`src/rtl/core/ce_pkg.sv`:
```
// ce_pkg: shared widths, constants and controller/datapath command and status
// structs for the cross-entropy loss and gradient block. No dependencies.
package ce_pkg;

   localparam int FRAC_BITS = 16;

   localparam int PROB_W   = 17;
   localparam int GRAD_W   = 34;
   localparam int LOSS_W   = 24;
   localparam int BACC_W   = 40;
   localparam int DVD_W    = 40;
   localparam int DVS_W    = 34;
   localparam int LOG_W    = 30;
   localparam int Y_W      = 31;
   localparam int EXP_W    = 4;
   localparam int NEGL2_W  = 35;
   localparam int LO_W     = 17;
   localparam int HI_W     = NEGL2_W - LO_W;
   localparam int PROD_W   = 63;
   localparam int NL_W     = 21;
   localparam int TERM_W   = 21;
   localparam int LN2_W    = 28;
   localparam int ROUND_SH = 58 - FRAC_BITS;

   localparam logic [LN2_W-1:0]  LN2_Q28 = 28'd186065279;
   localparam logic [PROB_W-1:0] BATCH_SIZE_RESET = 17'd1;

   typedef struct packed {
      logic load;
      logic keep_grad;
      logic ln_hi;
      logic ln_lo;
      logic term;
      logic acc;
      logic close;
      logic avg_start;
      logic avg_keep;
      logic out_load;
   } cmd_type;

   typedef struct packed {
      logic div_busy;
      logic log_busy;
      logic last_class;
      logic last_sample;
      logic out_free;
   } stat_type;

endpackage

```
`src/rtl/core/ce_ctrl.sv`:
```
// ce_ctrl: controller state machine sequencing the datapath per element.
// Depends on ce_pkg for command and status structs.
module ce_ctrl (
   input  logic             clock,
   input  logic             reset,
   input  logic             req_valid,
   output logic             req_ready,
   input  ce_pkg::stat_type stat,
   output ce_pkg::cmd_type  cmd
);
   import ce_pkg::*;

   typedef enum logic [9:0] {
      S_IDLE   = 10'b0000000001,
      S_RUN    = 10'b0000000010,
      S_LNHI   = 10'b0000000100,
      S_LNLO   = 10'b0000001000,
      S_TERM   = 10'b0000010000,
      S_ACC    = 10'b0000100000,
      S_CLOSE  = 10'b0001000000,
      S_AVGST  = 10'b0010000000,
      S_AVGWT  = 10'b0100000000,
      S_FIN    = 10'b1000000000
   } state_type;

   state_type state_ff, state_in;

   assign req_ready = (state_ff == S_IDLE);

   always_comb begin
      cmd      = '0;
      state_in = state_ff;
      unique case (state_ff)
         S_IDLE: begin
            if (req_valid) begin
               cmd.load = 1'b1;
               state_in = S_RUN;
            end
         end
         S_RUN: begin
            if (!stat.div_busy && !stat.log_busy) begin
               cmd.keep_grad = 1'b1;
               state_in      = S_LNHI;
            end
         end
         S_LNHI: begin
            cmd.ln_hi = 1'b1;
            state_in  = S_LNLO;
         end
         S_LNLO: begin
            cmd.ln_lo = 1'b1;
            state_in  = S_TERM;
         end
         S_TERM: begin
            cmd.term = 1'b1;
            state_in = S_ACC;
         end
         S_ACC: begin
            cmd.acc  = 1'b1;
            state_in = stat.last_class ? S_CLOSE : S_FIN;
         end
         S_CLOSE: begin
            cmd.close = 1'b1;
            state_in  = stat.last_sample ? S_AVGST : S_FIN;
         end
         S_AVGST: begin
            cmd.avg_start = 1'b1;
            state_in      = S_AVGWT;
         end
         S_AVGWT: begin
            if (!stat.div_busy) begin
               cmd.avg_keep = 1'b1;
               state_in     = S_FIN;
            end
         end
         S_FIN: begin
            // hold until the output register can take the word
            if (stat.out_free) begin
               cmd.out_load = 1'b1;
               state_in     = S_IDLE;
            end
         end
         default: state_in = S_IDLE;
      endcase
   end

   always_ff @(posedge clock) begin
      if (reset) begin
         state_ff <= S_IDLE;
      end else begin
         state_ff <= state_in;
      end
   end
endmodule

```
`config.mk`:
```
export PLATFORM = sky130hd
export DESIGN_NAME = ce_ctrl
export DESIGN_NICKNAME = d
export VERILOG_FILES = /design/src/rtl/core/ce_pkg.sv /design/src/rtl/core/ce_ctrl.sv
export SDC_FILE = /design/constraint.sdc
export NUM_CORES = 1
export LEC_CHECK = 0
export BUFFER_PORTS_ARGS = -buffer_cell sky130_fd_sc_hd__buf_4
export CAP_MARGIN = 15
export CORE_ASPECT_RATIO = 0.9
export CORE_MARGIN = 1.5
export CORE_UTILIZATION = 24
export DETAILED_ROUTE_END_ITERATION = 10
export HOLD_SLACK_MARGIN = 0.02
export PLACE_DENSITY_LB_ADDON = 0.05
export SYNTH_ARGS = -nofsm -noshare
export SYNTH_HDL_FRONTEND = slang
export SYNTH_SLANG_ARGS = --single-unit
```
`constraint.sdc`:
```
create_clock -name clock -period 2.4 [get_ports clock]
set_clock_uncertainty 0.1 [all_clocks]
set_input_delay 0.48 -clock clock [delete_from_list [all_inputs] [get_ports clock]]
set_output_delay 0.48 -clock clock [all_outputs]
set_load 0.05 [all_outputs]
```
# Word-level counts from Yosys, hierarchy flattened
# Cells that the tools add are included.
op_classes:
  muxes: 21
  n_reduce_logical: 4
  n_eq_ne: 14
ops:
  columns: ["op", "count"]
  rows:
  - ["$pmux W10 S10", 1]
  - ["$mux W10", 6]
  - ["$mux W1", 14]
  - ["$eq A10 B1 Y1 const B", 1]
  - ["$eq A10 B10 Y1 const B", 1]
  - ["$eq A10 B2 Y1 const B", 1]
  - ["$eq A10 B3 Y1 const B", 1]
  - ["$eq A10 B4 Y1 const B", 1]
  - ["$eq A10 B5 Y1 const B", 1]
  - ["$eq A10 B6 Y1 const B", 1]
  - ["$eq A10 B7 Y1 const B", 1]
  - ["$eq A10 B8 Y1 const B", 1]
  - ["$eq A10 B9 Y1 const B", 1]
  - ["$ne A2 B2 Y1 const B", 4]
  - ["$reduce_and A4 Y1", 1]
  - ["$logic_not A1 Y1", 2]
  - ["$logic_and A1 B1 Y1", 1]
totals:
  in_bits: 8
  word_cells: 40
  out_inout_bits: 11
  regBits: 10

# Logic depth before layout (Yosys ltp)
# Gate-level depths: netlist of run 1.
depth:
  ltp_word: 4
  ltp_mapped: 6
  depth_no_buf: 5

# Worst setup path before layout of run 1
# OpenSTA, ideal clock, no wires.
synth_timing:
  kind: "register to output"
  startpoint: "register state_ff[7]"
  endpoint: "output port cmd[3] (netlist name)"
  t_required_ps: 1820
  path_buffers: 1
  setup_slack_ps: -412
  path_stages_with_launch: 6
  arrival_time_ps: 2232
  cell_sequence: "dfxtp_1 > buf_4 > nor4_4 > and2b_1 > nand2_1 > nor3b_1"
synth_lines:
  columns: ["element", "line", "rtl"]
  rows:
  - ["start, declared", "ce_ctrl.sv:26", "state_type state_ff, state_in;"]
  - ["start signal, assigned", "ce_ctrl.sv:91", "state_ff <= state_in;"]
  - ["end, declared", "ce_ctrl.sv:9", "output ce_pkg::cmd_type cmd"]

==> qor.yml, run 1 <==
die_y_um: 53.2
routed_via_density: 5.35
path_cells: "nor3_2 -> and2_1 -> and4b_2 -> and2_2 -> buf_4"
syn_to_final_growth_pct: 35.7
fin_nets: 111
cp_num_buf_inv: 1
rows: 18
drc: 0
setup_viol: 0
yosysTopAreaCell: "dfxtp_1"
h-tree-depth: 1
initial_core_util_pct: 24.9
power.leakage_nw: 0.413
drt_iter0_markers: 12
tns_ns: 0
worstMarginPinSlew_ns: 0.387
dp_cells: 127
synth_cell_type_count: 35
diodes: 0
reg_top3: "state_ff (10)"
numPortBuffers: 18
stdcell_count: 132
core_area_um2: 2700
powerDensity_nw_per_um2: 507
crit_arrival_ns: 1.71
wirelength_um: 1880
seq_area_frac_synth_pct: 29.7
grt_util_all_layers_pct: 13.1
cp.required_ns: 1.82
routedWlPerCell_um: 14.2
crit_fanout: 6
synth.top_cell.area_share_pct: 29.7
clock_latency_ns: 0.27
path_clk_slew_ns: 0.08
grt_pass1_wl_um: 3030
syn_avg_cell_area_um2: 8.31
ios: 19
cts.hold.buffers_added: 0
antenna_left: 0
antenna_found_initial: 0
final-max-slew-violation-count: 0
crit_family: "simple AND/OR/NAND/NOR gates"
netlist_area_um2: 673
place.gp.congestion: 0.847
finalPower_mw: 0.463
cpMaxStageDelayCell: "dfxtp_1"
drive_above_1_share_pct: 39.2
finalHoldViolations: 0
status: "finished clean"
syn_inst: 81
root_buffer: "clkbuf_4"
drv_cap: 0
hp-class: "input pin to flop"
cpPeakStageDelay_ns: 0.37
start_kind: "flop"
die-width_um: 58.8
yosysWarnings: 0
rsz0062_at_grt: "false"
place_hpwl_um: 1460
grt.overflow.total: 0
largest_register_ffs: 10
synthesis.nets: 89
layout_min_cycle_time_ns: 2.29
first_pass_iters: 5
relSlewSlack_pct: 73.9
top_register: "state_ff"
grt_pass1_vias: 636
final_cell_mix: "buf_4 (21), nor2_1 (10), dfxtp_1 (8), nand2_1 (5), nand3_1 (4)"
tritoncts: "yes"
num_vias: 706
cts.sink_count: 10
final_common_cell: "buf_4"
synth_area_leaders: "dfxtp_1 (30%), nor2_1 (5.6%), nand4b_1 (3.9%)"
clockBufferDepth: 2
dieArea_um2: 3130
grt_max_degree: 11
numCtsBuffers: 3
worstSetupEndpointType: "output port"
max_freq_mhz: 437
fin_crit_sh_pct: 95.3
path_class: "flop to output port"
ir_worst_vdd_mv: 0.238
synth-seq-cells: 10
==> metal layers <==
layer | GRT usage, % | vias to the layer above | wire (µm)
met5 | 0 | - | 0
met4 | 3.79 | 0 | 13
met3 | 4.89 | 2 | 97
met2 | 18.7 | 19 | 861
met1 | 18.2 | 337 | 907
li1 | - | 348 | -
==> what timing repair did <==
item                       in CTS  in global routing
pin swaps                       1                  0
buffers inserted                1                  0
setup endpoints to repair       2                  5
resized for setup               0                  5
==> cell families after synthesis <==
| logic type | share of synthesized area (%) |
|---|---|
| simple gates | 47.8 |
| compound gates | 11.5 |
| buf+inv | 7.06 |
| flops | 29.7 |
| xor+xnor | 3.90 |
==> metrics by stage <==
stage                     area, µm²  worst slack, ns  hold slack (ns)  util (%)
after floorplan                 694           0.0756            0.413         -
after global placement          853            0.224            0.505      31.6
after detailed placement        853            0.224            0.492      31.6
after CTS                       897           0.0270            0.278      33.2
after global routing            913          0.00720            0.269      33.8
final                           913            0.113            0.278      33.8
==> where the power goes <==
group / switching (mW) / total [mW] / internal, mW
combinational: 0.0695 / 0.122 / 0.0520
clock: 0.0661 / 0.158 / 0.0922
sequential: 0.0124 / 0.183 / 0.171
==> final timing paths <==
check	start	end	slack [ns]	depth (start not counted)
worst min register to register	state_ff[6]	state_ff[5]	0.48	1
worst min-delay path	reset	state_ff[1]	0.28	2
worst max register to register	state_ff[8]	state_ff[5]	0.48	5
worst max-delay path	state_ff[2]	cmd[9]	0.11	5
==> layout make-up <==
| class | instances | area, µm² |
|---|---|---|
| fillers | 290 | 1790 |
| multi-input cells | 63 | 457 |
| flip-flops and latches | 10 | 203 |
| repair buffers | 22 | 169 |
| well taps | 30 | 37.5 |
| clock buffers | 4 | 36.3 |
| inverters | 3 | 11.3 |
==> cell usage after synthesis, drive strengths merged <==
cell / n
inv: 3
nor2: 10
nor2b: 2
nor4: 4
or4b: 1
nand2b: 1
xnor2: 1
and3: 2
o211ai: 1
a311oi: 1
buf: 5
xor2: 2
and2: 2
nand4b: 3
a22oi: 1
o22ai: 1
nand2: 5
and4b: 2
and4: 2
nand3: 4
a311o: 1
nand4: 2
o21ai: 3
nor3: 3
a21oi: 1
dfxtp: 10
nor4b: 2
or4: 1
o311a: 1
and2b: 1
nor3b: 3
No activity file was read; power rests on OpenSTA's default activity.
==> run 2, diff against run 1 <==
- clock period: 2.4 -> 2.3 ns (I/O delays scaled with it)
==> run 2 against run 1 <==
  * Combinational power is 11% higher
  * Cell count increased by 3.8%
  * Global-route usage increased by 0.84 points
  * First-iteration DRC count is 67% higher
  * Count of clock-buffer cells in the layout is 1 lower
  * Via count grew 1.6%
  * Register-to-register slack hardly changed
  * Setup slack lost 0.037 ns
  * Total power fell by 0.95%
  * Worst hold slack worse by 0.042 ns
  * Design area increased by 6.3%
  * Largest power group unchanged
==> qor.yml, run 2 (synthesized netlist as in run 1, its figures left out) <==
numPortBuffers: 18
worst_slack_ns: 0.0761
fin_crit_sh_pct: 96.7
powerDensity_nw_per_um2: 472
path_cells: "nor4_4 -> buf_4 -> nand2_1 -> nor3b_2 -> buf_6"
dieArea_um2: 3130
stdcell_count: 137
drive_above_1_share_pct: 46.7
path_class: "flop to output port"
dp_cells: 127
whs_endpoint: "state_ff[1]"
diodes: 0
cpPeakStageDelay_ns: 0.38
initial_core_util_pct: 24.9
cpMaxStageDelayCell: "dfxtp_4"
reg_top3: "state_ff (10)"
final_common_cell: "buf_4"
fin_area_um2: 971
wirelength_um: 1960
preCtsSetupSlack_ns: 0.219
crit_arrival_ns: 1.66
grt_max_degree: 10
drv_cap: 0
tritoncts: "yes"
top_register: "state_ff"
grt_pass1_vias: 653
relSlewSlack_pct: 77.8
worstMarginPinSlew_ns: 0.332
largest_register_ffs: 10
r2r_cells: 4
r2r-end: "state_ff[5]"
cts.sink_count: 10
die-width_um: 58.8
antenna_left: 0
num_vias: 717
layout_min_cycle_time_ns: 2.22
h-tree-depth: 1
placed_area_um2: 853
path_clk_slew_ns: 0.08
whs_path_depth: 2
antenna_found_initial: 0
ios: 19
routed_via_density: 5.23
crit_fanout: 9
whs_ns: 0.236
ir_worst_vdd_mv: 0.203
drt_iter0_markers: 20
cp.required_ns: 1.74
hp-class: "input pin to flop"
worstSetupEndpointType: "output port"
place.gp.congestion: 0.857
grt_util_all_layers_pct: 14.0
numCtsBuffers: 3
reg2reg_from: "state_ff[1]"
die_y_um: 53.2
status: "finished clean"
max_freq_mhz: 450
worstHoldStart: "reset"
routedWlPerCell_um: 14.3
reg2reg_setup_slack_ns: 0.47
grt_pass1_wl_um: 3130
syn_to_final_growth_pct: 44.2
root_buffer: "clkbuf_4"
rows: 18
clock_latency_ns: 0.28
start_kind: "flop"
cts.hold.buffers_added: 0
tns_ns: 0
first_pass_iters: 4
finish.utilization_pct: 35.9
finalHoldViolations: 0
place_hpwl_um: 1490
clockBufferDepth: 2
final-max-slew-violation-count: 0
final_cell_mix: "buf_4 (26), nor2_1 (10), dfxtp_1 (6), nand2_1 (4), nand3_1 (4)"
power.leakage_nw: 0.441
fin_nets: 117
drc: 0
finalPower_mw: 0.459
core_area_um2: 2700
grt.overflow.total: 0
setup_viol: 0
## run 2: cell types whose count changed in the layout (fill, tap and decap cells not counted)
cell and delta:
nor4_2 +2, buf_6 +1, clkbuf_8 -1, nand2_1 -1
dfxtp_4 +2, nand2_2 +1, dfxtp_1 -2, buf_4 +5
nor4_1 -2
## run 2: worst max-delay path by stage
stage / cells past startpoint / start / to / slack, ns
2_1_floorplan: 5 / state_ff[7] / cmd[3] / -0.004
3_5_place_dp: 5 / state_ff[7] / cmd[3] / 0.22
6_report: 5 / state_ff[8] / cmd[6] / 0.08
5_1_grt: 5 / state_ff[8] / cmd[6] / -0.01
3_3_place_gp: 5 / state_ff[2] / cmd[9] / 0.26
4_1_cts: 5 / state_ff[1] / cmd[3] / 0.005
## run 2: final cells by class
type / count / area (µm²)
multi-input combinational: 63 / 472
tap: 30 / 37.5
clock buffer: 3 / 22.5
inverter: 3 / 11.3
sequential: 10 / 210
timing repair buffer: 28 / 218
fill: 297 / 1730
## run 2: routing by layer
metal | vias up | wire [µm] | global-route usage (%)
met3 | 3 | 105 | 5.87
met1 | 343 | 956 | 18.6
met5 | - | 0 | 0
met2 | 14 | 885 | 20.2
li1 | 357 | - | -
met4 | 0 | 14 | 4.55
## run 2: critical path: cells and delay by family, from the launching register on
kind	cells	cell delay [ns]
simple gates	3	0.66
flops	1	0.38
buf+inv	2	0.36
## run 2: repair_timing
item | CTS | global route
buffers inserted | 1 | 6
endpoints found under the setup margin | 3 | 6
pin swaps | 1 | 4
endpoints found under the hold margin | 0 | 0
gates resized for setup | 4 | 9
## run 2: power by group
part | internal (mW) | leakage, nW | switching (mW) | total (mW)
clock network | 0.0608 | 0.0138 | 0.0721 | 0.133
logic | 0.0617 | 0.344 | 0.0743 | 0.136
registers | 0.177 | 0.0828 | 0.0127 | 0.190
total | 0.300 | 0.441 | 0.159 | 0.459
==> run 3, diff against run 2 <==
- CORE_MARGIN: 1.5 -> 3
- RECOVER_POWER: unset -> 100
==> run 3 against run 2 <==
  * Total power up 6.3%
  * First-iteration DRC count rose by 55%
  * Setup slack worse by 0.018 ns
  * Wire length rose by 2.1%
  * Critical endpoint is now cmd[3]
  * Largest power group unchanged
==> qor.yml, run 3 (synthesized netlist as in run 1, its figures left out) <==
ios: 19
drt_iter0_markers: 31
fin_nets: 113
powerDensity_nw_per_um2: 520
grt_max_degree: 11
drc: 0
relSlewSlack_pct: 74.0
wirelength_um: 2000
initial_core_util_pct: 26.4
crit_family: "simple AND/OR/NAND/NOR gates"
reg_top3: "state_ff (10)"
core_area_um2: 2550
final_common_cell: "buf_4"
fin_crit_sh_pct: 97.5
p_int_mw: 0.329
grt_pass1_vias: 681
antenna_left: 0
combPwrFrac_pct: 26.1
crit_fanout: 8
rsz0062_at_grt: "true"
placed_area_um2: 858
finalHoldViolations: 0
fin_area_um2: 937
num_vias: 698
numCtsBuffers: 3
crit_arrival_ns: 1.68
place.gp.congestion: 0.798
seq_power_share_pct: 39.2
cpMaxStageDelayCell: "dfxtp_4"
path_cells: "nor4_4 -> and2b_1 -> nand2_1 -> nor3b_2 -> buf_6"
p_sw_mw: 0.159
clockBufferDepth: 2
first_pass_iters: 4
p_clk_share_pct: 34.7
top_register: "state_ff"
largest_register_ffs: 10
p_sw_share_pct: 32.5
grt.overflow.total: 0
routed_via_density: 5.29
root_buffer: "clkbuf_4"
cts.sink_count: 10
place_hpwl_um: 1500
final_cell_mix: "buf_4 (23), nor2_1 (10), dfxtp_1 (6), nand2_1 (5), nand3_1 (4)"
grt_util_all_layers_pct: 12.3
cts.hold.buffers_added: 0
numPortBuffers: 18
drv_cap: 0
die-width_um: 61.8
worstSetupEndpointType: "output port"
finalPower_mw: 0.487
dieArea_um2: 3480
worstMarginPinSlew_ns: 0.390
path_clk_slew_ns: 0.09
fillers: 277
ir_worst_vdd_mv: 0.279
die_y_um: 56.2
power.leakage_nw: 0.424
path_class: "flop to output port"
rows: 17
syn_to_final_growth_pct: 39.2
cp.required_ns: 1.74
hp-class: "input pin to flop"
drive_above_1_share_pct: 43.3
setup_viol: 0
tritoncts: "yes"
cpPeakStageDelay_ns: 0.39
routedWlPerCell_um: 15.2
antenna_found_initial: 0
clock_latency_ns: 0.28
grt_pass1_wl_um: 3250
h-tree-depth: 1
cp_num_buf_inv: 1
max_freq_mhz: 446
status: "finished clean"
layout_min_cycle_time_ns: 2.24
start_kind: "flop"
diodes: 0
final-max-slew-violation-count: 0
## run 3: routing by layer
layer	GRT usage (%)	routed length [µm]
met5	0	0
met4	2.42	19
met3	5.34	121
met2	15.2	862
met1	19.1	1000
## run 3: worst paths after layout
| kind | to | slack, ns | cells past startpoint | from |
|---|---|---|---|---|
| max | cmd[3] | 0.06 | 5 | state_ff[7] |
| min | state_ff[1] | 0.25 | 2 | reset |
| max reg2reg | state_ff[3] | 0.39 | 5 | state_ff[8] |
| min reg2reg | state_ff[5] | 0.45 | 1 | state_ff[6] |
## run 3: final cells by class
| class | count | area, µm² | share of cell area, % |
|---|---|---|---|
| Clock buffer | 4 | 36.3 | 3.87 |
| Inverter | 3 | 11.3 | 1.20 |
| Multi-Input combinational cell | 63 | 463 | 49.4 |
| Sequential cell | 10 | 208 | 22.2 |
| Tap cell | 28 | 35.0 | 3.74 |
| Timing Repair Buffer | 24 | 184 | 19.6 |
## run 3: worst register-to-register path: stages, from the launching register on
cell	delay, ns
dfxtp_1	0.34
buf_4	0.17
or4b_4	0.55
a311o_1	0.42
nand3_1	0.18
nor2_1	0.05
## run 3: metrics by stage
stage               TNS [ns]  setup slack [ns]  hold slack (ns)  instances  util [%]
finish                     0            0.0584            0.254        132      36.7
global route         -0.0910           -0.0653            0.248        132      36.7
CTS                        0           0.00624            0.260        131      35.5
detailed placement         0             0.201            0.493        126      33.6
global placement           0             0.272            0.507        126      33.6
floorplan           -0.00438          -0.00438            0.413         81         -
## run 3: power by group through the flow
stage	clock, mW	combinational, mW	sequential (mW)
floorplan	0	0.0931	0.188
global placement	0	0.123	0.196
detailed placement	0	0.123	0.195
CTS	0.170	0.127	0.191
global route	0.181	0.139	0.192
finish	0.169	0.127	0.191
## run 3: timing repair
action | 4_1_cts | 5_1_grt
pin swaps | 1 | 1
endpoints found under the setup margin | 2 | 5
setup buffers | 1 | 1
gates resized for setup | 2 | 7
